### src/hdl/lir_pkg.sv
// Package for the linear interpolation resampler.
// Holds shared widths, constants, the controller state type and the command/status structs.
// No dependencies.
`default_nettype none

package lir_pkg;

    localparam int LIR_FRAC_BITS = 16;
    localparam int SAMPLE_W = 16;
    localparam int STEP_W = 20;
    localparam int CNT_W = 3;

    localparam logic [STEP_W-1:0] STEP_RESET = 20'd196608;
    localparam logic [CNT_W-1:0] LOOP_MAX = 3'd4;
    localparam logic [SAMPLE_W-1:0] SAT_MAX = 16'h7FFF;

    typedef enum logic [2:0] {
        ST_IDLE,
        ST_PICK,
        ST_MUL,
        ST_RND,
        ST_FIN
    } lir_state_t;

    typedef struct packed {
        logic load_in;
        logic issue;
        logic sel_self;
        logic load_out;
        logic commit;
    } lir_cmd_t;

    typedef struct packed {
        logic have_prev;
        logic in_last;
        logic loop_go;
        logic tail_hit;
        logic out_free;
    } lir_stat_t;

endpackage

`default_nettype wire

### src/hdl/lir_ctrl.sv
// Controller state machine of the linear interpolation resampler.
// Sequences input transfer, per-output interpolation and stream state update.
// Depends on lir_pkg.
`default_nettype none

module lir_ctrl
    import lir_pkg::*;
(
    input  wire logic      aclk,
    input  wire logic      aresetn,
    input  wire logic      s_valid,
    output logic           s_ready,
    input  wire lir_stat_t stat,
    output lir_cmd_t       cmd
);

    lir_state_t state_reg;
    lir_state_t state_next;
    logic       fin_reg;
    logic       fin_next;

    always_ff @(posedge aclk) begin
        if (!aresetn) begin
            state_reg <= ST_IDLE;
            fin_reg   <= 1'b0;
        end else begin
            state_reg <= state_next;
            fin_reg   <= fin_next;
        end
    end

    always_comb begin
        state_next = state_reg;
        fin_next   = fin_reg;
        unique case (state_reg)
            ST_IDLE: begin
                fin_next = 1'b0;
                if (s_valid) begin
                    state_next = ST_PICK;
                end
            end
            ST_PICK: begin
                fin_next = !stat.have_prev || !stat.loop_go;
                if (!stat.have_prev) begin
                    state_next = stat.in_last ? ST_MUL : ST_FIN;
                end else if (stat.loop_go || stat.tail_hit) begin
                    state_next = ST_MUL;
                end else begin
                    state_next = ST_FIN;
                end
            end
            ST_MUL: begin
                state_next = ST_RND;
            end
            ST_RND: begin
                if (stat.out_free) begin
                    state_next = fin_reg ? ST_FIN : ST_PICK;
                end
            end
            ST_FIN: begin
                state_next = ST_IDLE;
            end
            default: begin
                state_next = ST_IDLE;
            end
        endcase
    end

    always_comb begin
        cmd     = '0;
        s_ready = 1'b0;
        unique case (state_reg)
            ST_IDLE: begin
                s_ready     = 1'b1;
                cmd.load_in = s_valid;
            end
            ST_PICK: begin
                cmd.sel_self = !stat.have_prev || !stat.loop_go;
                if (!stat.have_prev) begin
                    cmd.issue = stat.in_last;
                end else begin
                    cmd.issue = stat.loop_go || stat.tail_hit;
                end
            end
            ST_MUL: begin
                cmd = '0;
            end
            ST_RND: begin
                cmd.load_out = stat.out_free;
            end
            ST_FIN: begin
                cmd.commit = 1'b1;
            end
            default: begin
                cmd = '0;
            end
        endcase
    end

endmodule

`default_nettype wire

### config.mk
export PLATFORM = sky130hd
export DESIGN_NAME = lir_ctrl
export DESIGN_NICKNAME = d
export VERILOG_FILES = /design/src/hdl/lir_pkg.sv /design/src/hdl/lir_ctrl.sv
export SDC_FILE = /design/constraint.sdc
export NUM_CORES = 1
export LEC_CHECK = 0
export BUFFER_PORTS_ARGS = -buffer_cell sky130_fd_sc_hd__buf_2
export CORE_AREA = 2 2 39 41
export DETAILED_ROUTE_END_ITERATION = 8
export DIE_AREA = 0 0 41 43
export PLACE_DENSITY = 0.45
export SYNTH_ARGS = -nofsm -noshare
export SYNTH_HDL_FRONTEND = slang
export SYNTH_SLANG_ARGS = --single-unit
### constraint.sdc
create_clock -name aclk -period 1.3 [get_ports aclk]
set_input_delay 0.065 -clock aclk [delete_from_list [all_inputs] [get_ports aclk]]
set_output_delay 0.065 -clock aclk [all_outputs]
set_load 0.01 [all_outputs]
Word-level counts from Yosys, hierarchy flattened

Cells that the tools add are included.

Register bits: 4
Word-level logic and storage cells: 29

Equal/unequal tests: 6
Multiplexer cells: 14
Reductions and logical operators: 7

Operators by type and width:

| kind               | count |
|---|---|
| $mux 3             | 6 |
| $pmux 3 s4         | 1 |
| $eq 3x2->1 const B | 2 |
| $mux 1             | 5 |
| $ne 2x2->1 const B | 2 |
| $eq 3x1->1 const B | 1 |
| $eq 3x3->1 const B | 1 |
| $logic_not 3->1    | 1 |
| $logic_not 1->1    | 2 |
| $logic_or 1x1->1   | 2 |
| $mux 2             | 1 |
| $pmux 1 s2         | 1 |
| $reduce_and 2->1   | 1 |
| $reduce_bool 2->1  | 1 |

Longest topological paths before layout

Depth in word-level cells: 4
Gate-level depth with buffers: 4

Worst setup path after synthesis

OpenSTA, ideal clock, no wires.

Kind: register to register
Start point: reg state_reg[1]
End point: reg state_reg[1]
Data arrival time: 1.028 ns
Slack: 0.214 ns
Cell stages (with the launch flop): 5
Path buffers: 1
Period minus slack after synthesis: 1.086 ns
Path through: dfxtp_1 > buf_6 > nor3b_2 > nor3b_2 > o21a_1

Word-level cells in the longest chain between the ends: 3
Elaborated cells between the ends (all ways): 8

Ends and longest elaborated chain:

| element                                              | RTL line       | text |
|---|---|---|
| start, declared                                      | lir_ctrl.sv:17 | `lir_state_t state_reg;` |
| start signal, assigned                               | lir_ctrl.sv:27 | `state_reg <= state_next;` |
| $eq 3x2->1 / $logic_not 3->1 (equally long branches) | lir_ctrl.sv:35 | `unique case (state_reg)` |
| $ne 2x2->1 (no source line)                          | --             |  |
| $reduce_and 2->1 (no source line)                    | --             |  |

Parallel ways exist; a longest one is shown, timed or not.
A chain may end at the register's enable or synchronous reset.

==> flow_summary.toml <==
[synth]
ys.warnings.count = 0
synth_cell_types = 20
syn-mean-instance-area_um2 = 8.80
syn_nets = 41
seq_area_frac_synth = 0.276
synthTopCellsByArea = "dfxtp_1 28%, nor3b_2 8.6%, buf_6 7.8%"
syn_area_um2 = 290
syn_inst = 33
synth-seq-cells = 4
synth.largest_area_cell = "dfxtp_1"
yosysTopAreaCellShare = 0.276

[timing]
worst_pin_slew_ps = 246
fin_skew_ps = 0.846
setup_tns_ps = 0
hold_viol_final = 0
final-setup-viol-count = 0
fin_crit_sh = 0.930
max_freq_ghz = 0.827
max_slew_margin = 0.835
fin_hold_ws_ps = 68.3
min_period_ps = 1210
grt_setup_unrepaired = "no"
report.final.slew_viol_count = 0

[min_path]
hold_class = "in2reg"

[grt]
grt_max_degree = 10
grt_pass1_vias = 283
antenna_found_initial = 0
grt_overflow = 0
grt_pass1_wl_um = 1080
grt_usage = 0.101

[pwr]
combPwrFrac = 0.248
p_switching_uw = 108
ir_drop_uv = 366
power_density_nw_per_um2 = 1000
p_sw_frac = 0.273
intPower_uw = 287
power_frac_seq = 0.360
p_leak_uw = 0.000186
clock_power_share = 0.392

[worst_setup_path]
crit_path_max_fanout = 8
crit_path_max_incr_delay_ps = 350
arrival_ps = 1140
crit_top_cell = "nor3b_2"
required_ps = 1240
crit_path_end_kind = "output port"
crit_slowest_cell = "dfxtp_2"
critPathLaunchType = "flip-flop"
crit_type = "reg2out"
crit_path_cell_trace = "nor3b_2 -> nor3b_2 -> buf_2"

[placement]
place_congestion = 0.714
placed_cell_area_um2 = 353
portBuffers = 13
dp_hpwl_um = 508

[cts]
cts_hold_buf = 0
clkTransAtPathRegs_ps = 40
numCtsBuffers = 3
clk_latency_ps = 240
numClockSinks = 4
cts_root_buf = "clkbuf_4"
cts.path.max_buffers = 2
cts_tree = "built"
cts_max_level = 1

[routing]
first_pass_iters = 1
final_antenna_net_count = 0
wl_um = 647
vias_per_cell = 4.46
wl_per_cell_um = 9.95
drt_iter0_drc = 0
num_vias = 290
drc = 0

[finish]
fin_area_um2 = 393
mostFrequentLayoutCells = "13 x buf_2, 3 x o21a_1, 3 x clkbuf_4, 3 x buf_4"
final_common_cell = "buf_2"
largest_reg_flops = 3
area_growth_pct = 35.3
drive_gt1_frac = 0.490
antenna-diode-count = 0
layout.nets = 59

[die]
die_h_um = 43
die-area_um2 = 1760
core_um2 = 1380
rows = 14
die_w_um = 41
ios = 14
start_util = 0.210

[status]
status = "completed"

[flow_run]
drv_cap = 0
## area by class of cell
class / instances / area, µm²
clock buffer: 3 / 22.5
fill: 165 / 991
inverter: 1 / 3.75
tap: 16 / 20.0
sequential: 4 / 82.6
timing repair buffer: 16 / 87.6
multi-input combinational: 25 / 176
## critical path: cells and delay by family (launching register included)
family,cells,cell delay [ps]
simple gates,2,410
flops,1,350
buf+inv,1,150
## power by group through the flow
stage	sequential, µW	combinational (µW)	clock, µW
after CTS	141	95.5	161
after global routing	143	110	169
final	142	97.8	155
after floorplan	137	71.3	0
after global placement	143	92.2	0
after detailed placement	143	91.7	0
## cell families (layout without fill, tap and decap cells)
group	count (synthesis)	in the layout	synth area share
compound gates	7	7	0.203
flops	4	4	0.276
mux	1	1	0.0345
simple gates	17	17	0.371
buf+inv	4	20	0.116
## stage by stage
stage	util	total power, µW	setup WS [ps]	cells
final	0.284	394	90.9	65
after global routing	0.284	421	23.1	65
after CTS	0.277	397	11.0	64
after detailed placement	0.255	234	101	60
after global placement	0.255	235	138	60
after floorplan	-	209	214	33
## final timing paths
kind,start,end,slack (ps),cells past startpoint
setup / recovery,state_reg[1]$_SDFFE_PN0P_,cmd[3],90,3
hold reg to reg,fin_reg$_SDFFE_PN0P_,state_reg[0]$_SDFFE_PN0P_,490,1
setup reg to reg,state_reg[1]$_SDFFE_PN0P_,state_reg[1]$_SDFFE_PN0P_,150,5
hold / removal,aresetn,fin_reg$_SDFFE_PN0P_,70,2
## metal layers
| metal | global-route usage | part of all wire |
|---|---|---|
| met3 | 0.0314 | 0.032 |
| met2 | 0.144 | 0.50 |
| met1 | 0.0994 | 0.40 |
| met4 | 0.120 | 0.068 |
| met5 | 0 | 0 |
## timing repair
item	4_1_cts	5_1_grt
pin swaps	0	1
buffers inserted	1	1
resized for setup	0	2
setup endpoints to repair	1	2
hold endpoints to repair	0	0
## synthesized netlist by cell type
cell / n
a21boi_0: 1
nor3b_2: 2
and3_1: 1
mux2i_1: 1
inv_1: 1
nor2_1: 2
a21oi_1: 1
dfxtp_1: 4
nand3_1: 2
buf_6: 2
nor3_1: 2
a311oi_1: 1
a2111oi_2: 1
o21a_1: 3
nand2b_1: 1
nand2_1: 2
buf_4: 1
and2b_1: 1
and2_1: 2
nor3b_1: 2
Note: power is estimated with default switching activity, not from simulation.
